`config.mk`:
```
export PLATFORM = sky130hd
export DESIGN_NAME = rhm_ram
export DESIGN_NICKNAME = d
export VERILOG_FILES = /design/src/hw/rtl/rhm_ram.sv
export SDC_FILE = /design/constraint.sdc
export NUM_CORES = 1
export LEC_CHECK = 0
export BUFFER_PORTS_ARGS = -buffer_cell sky130_fd_sc_hd__buf_2
export CAP_MARGIN = 20
export CORE_ASPECT_RATIO = 0.75
export CORE_MARGIN = 5
export CORE_UTILIZATION = 40
export CTS_BUF_LIST = sky130_fd_sc_hd__clkbuf_4 sky130_fd_sc_hd__clkbuf_8 sky130_fd_sc_hd__clkbuf_16
export DETAILED_ROUTE_END_ITERATION = 8
export GPL_ROUTABILITY_DRIVEN = 0
export GPL_TIMING_DRIVEN = 1
export SYNTH_ARGS = -nofsm -noshare
export SYNTH_HDL_FRONTEND = slang
export SYNTH_SLANG_ARGS = --single-unit
```
`constraint.sdc`:
```
create_clock -name clk -period 4.2 [get_ports clk]
set_clock_uncertainty 0.1 [all_clocks]
set_input_delay 0.21 -clock clk [delete_from_list [all_inputs] [get_ports clk]]
set_output_delay 0.21 -clock clk [all_outputs]
set_load 0.01 [all_outputs]
```
`src/hw/rtl/rhm_ram.sv`:
```
module rhm_ram #(
    parameter int WIDTH = 8,
    parameter int DEPTH = 16
) (
    input  logic                     clk,
    input  logic                     we,
    input  logic [$clog2(DEPTH)-1:0] waddr,
    input  logic [WIDTH-1:0]         wdata,
    input  logic [$clog2(DEPTH)-1:0] raddr,
    output logic [WIDTH-1:0]         rdata
);

    logic [WIDTH-1:0] mem [DEPTH];

    always_ff @(posedge clk)
    begin
        if (we)
        begin
            mem[waddr] <= wdata;
        end
        rdata <= mem[raddr];
    end

endmodule

```
# Yosys cells after proc, flatten, opt, wreduce, memory -nomap -nowiden
# Memory sizes are Yosys's and may differ from the RTL's. A register that Yosys moved wholly into a read port is not among the register bits.
# Index checks and enable logic that the tools add are counted.
dict set report word_totals {
  elab_cells 3
  ram_bits 128
  register_bits 0
  memories 1
  out_inout_bits 8
}
# name depth word_bits read_ports rd_ports_with_merged_regs wr line
set memory_table {}
lappend memory_table {mem 16 8 1 1 1 13} ;# logic [WIDTH-1:0] mem [DEPTH];
dict set report classes {
  mux 2
}
# op count
set ops {}
lappend ops {{1-bit two-way mux} 2}

# Longest topological paths before layout
dict set report logic_depth {
  ltp_word 2
  mapped_depth 5
}

# Least setup slack after synthesis
# Ideal clock, no wire load.
dict set report synth_timing {
  kind {input to register}
  startpoint {input waddr[2]}
  endpoint {memory mem[0][0] (enable)}
  required_time_ns 3.717
  setup_slack_ns 2.397
  setup_time_ns 0.383
  arrival_time_ns 1.320
  n_path_buf 0
  stages 2
  cell_sequence {or3b_2 > nor3_1}
}
# item line
set synth_lines {}
lappend synth_lines {{from (decl)} 7} ;# input logic [$clog2(DEPTH)-1:0] waddr,
lappend synth_lines {{to (decl)} 13}
# No word-level cell before the write port.

# Worst setup path after layout
dict set report layout_timing {
  startpoint {input waddr[2]}
  endpoint {memory mem[0][3] (enable)}
}
# No word-level cell before the write port.

==> out/metrics.cfg <==
[layout]
finalInstanceArea_um2=6000
final-instance-count-excl-fill=445
ff_latch_area_um2=4000
mostFrequentLayoutCells=edfxtp_1 (128), buf_2 (25), mux4_2 (18)
fin_nets=284
final_common_cell=edfxtp_1
diodes=0
final_layout_size_suffix_gt1_share_pct=28.0
multiInputGateArea_um2=1070
nFillCells=1048
synthToLayoutAreaGrowth_pct=16.6

[floorplan]
fp.dieH_um=108
coreArea_um2=12400
start_util_pct=41.4
rows=35
die_w_um=141
die_area_um2=15300
io_pins=26

[synth]
syn-mean-instance-area_um2=22.5
yosysSeqAreaShare_pct=77.8
synth.distinct_cells=19
syn-num-nets=247
synth_area_um2=5150
synth_seq_cells=136
yosysWarnings=0
syn_inst=229

[clock_network]
cts.path.max_buffers=2
clk_pin_slew_ps=60
htreeDepth=4
holdBufCountCts=0
cts_resized=0
numCtsBuffers=17
post_cts_buffers=0
clk_latency_ps=410
cts_tree=yes
root_buffer=clkbuf_16
numClockSinks=136

[global_routing]
antenna_found_initial=1
track_usage_pct=13.8
grt_pass1_vias=2406
grt_first_pass_wirelength_um=14600
grt_overflow_total=0
grt_max_degree=33

[sta]
setup_ws_ps=2590
worst_pin_slew_ps=962
min_period_ps=1610
fin_crit_sh_pct=38.3
hold_viol_final=0
rsz0062_at_grt=no
final-max-slew-violation-count=0
max_freq_ghz=0.621
setup_viol=0
relSlewSlack_pct=35.6
tns_ps=0

[place]
dp_slack_ps=1870
dp.cells=412
hpwlAfterDp_um=6180
place_area_um2=5420
port_buffers=25

[setup_path]
start_kind=primary input
arrival_ps=1620
critPathTopFamily=simple AND/OR/NAND/NOR gates
worstPathMaxFanout=5
cp_slowest_cell=or3b_2
crit_chain=buf_2, or3b_2, nor3_1, buf_4
endpoint_kind=flip-flop
crit_type=primary input to flip-flop
crit_buf_inv=2
cp_slowest_stage_delay_ps=520
cp.required_ps=4210

[detailed_routing]
final_antenna_net_count=0
vias=2362
drtIter0Drc=144
firstDrtPassIters=4
drc=0
wl_per_cell_um=22.4
drt-total-wl_um=9950
vias_per_cell=5.31

[min_path]
hold_class=primary input to flip-flop

[flow_run]
max-cap-violations=0

[run_status]
status=finished clean

[power_and_ir_drop]
power_density_nw_per_um2=510
ir_drop_uv=302
totalPowerFinal_mw=3.06
p_leak_nw=1.98

-- metrics by stage --
step | utilization [%] | hold slack [ps]
after floorplan | - | 209
after global placement | 43.5 | 497
after detailed placement | 43.6 | 507
after CTS | 48.1 | 72.6
after global routing | 48.2 | 79.9
final | 48.2 | 89.7
-- logic make-up (layout without fill, tap and decap cells) --
logic type	after synthesis	count (layout)	synth area share [%]
compound gates	16	16	2.33
mux	32	32	15.0
buf+inv	10	60	1.68
flops	136	136	77.8
simple gates	35	35	3.18
-- synthesized netlist by cell type (all sizes together) --
master,n,area share (%)
dfxtp,8,3.1
mux4,32,15
nand3b,2,0.29
a22oi,16,2.3
buf,7,1.1
clkdlybuf4s25,3,0.58
nor2b,1,0.12
or3b,1,0.17
nor2,13,0.95
nand2b,2,0.24
nand2,9,0.66
and2b,1,0.15
nor3,4,0.39
and2,1,0.12
nand3,1,0.097
edfxtp,128,75
-- sequential cells by signal, summed over array words and instances (netlist names) --
name / flops
rdata: 8
mem: 128
-- area by class of cell --
class	count	area share, %
clock buffer	17	7.09
clock inverter	15	2.27
multi-input combinational	83	17.8
sequential	136	66.7
tap	166	3.46
timing repair buffer	28	2.67
-- final timing paths --
| check | startpoint | slack, ps | end | cells after the start |
|---|---|---|---|---|
| max | waddr[2] | 2590 | mem[0][3] | 4 |
| max reg2reg | mem[10][3] | 2750 | rdata[3] | 3 |
| min reg2reg | mem[4][2] | 570 | rdata[2] | 3 |
| min | wdata[5] | 90 | mem[11][5] | 1 |
-- report_power, final --
part           internal, mW  switching [mW]  leakage, nW
Sequential             1.52         0.00979         1.22
Clock                 0.860           0.535        0.259
Combinational        0.0562          0.0799        0.493
Total                  2.43           0.624         1.98
-- layer usage --
metal | track usage, % | wire (um) | up-vias | part of all wire [%]
li1 | - | - | 1050 | -
met1 | 18.9 | 4220 | 1221 | 42
met2 | 20.7 | 4760 | 83 | 48
met3 | 5.44 | 913 | 6 | 9.2
met4 | 3.73 | 38 | 2 | 0.38
met5 | 0 | 13 | - | 0.13
Power figures use the tool's default switching activity.
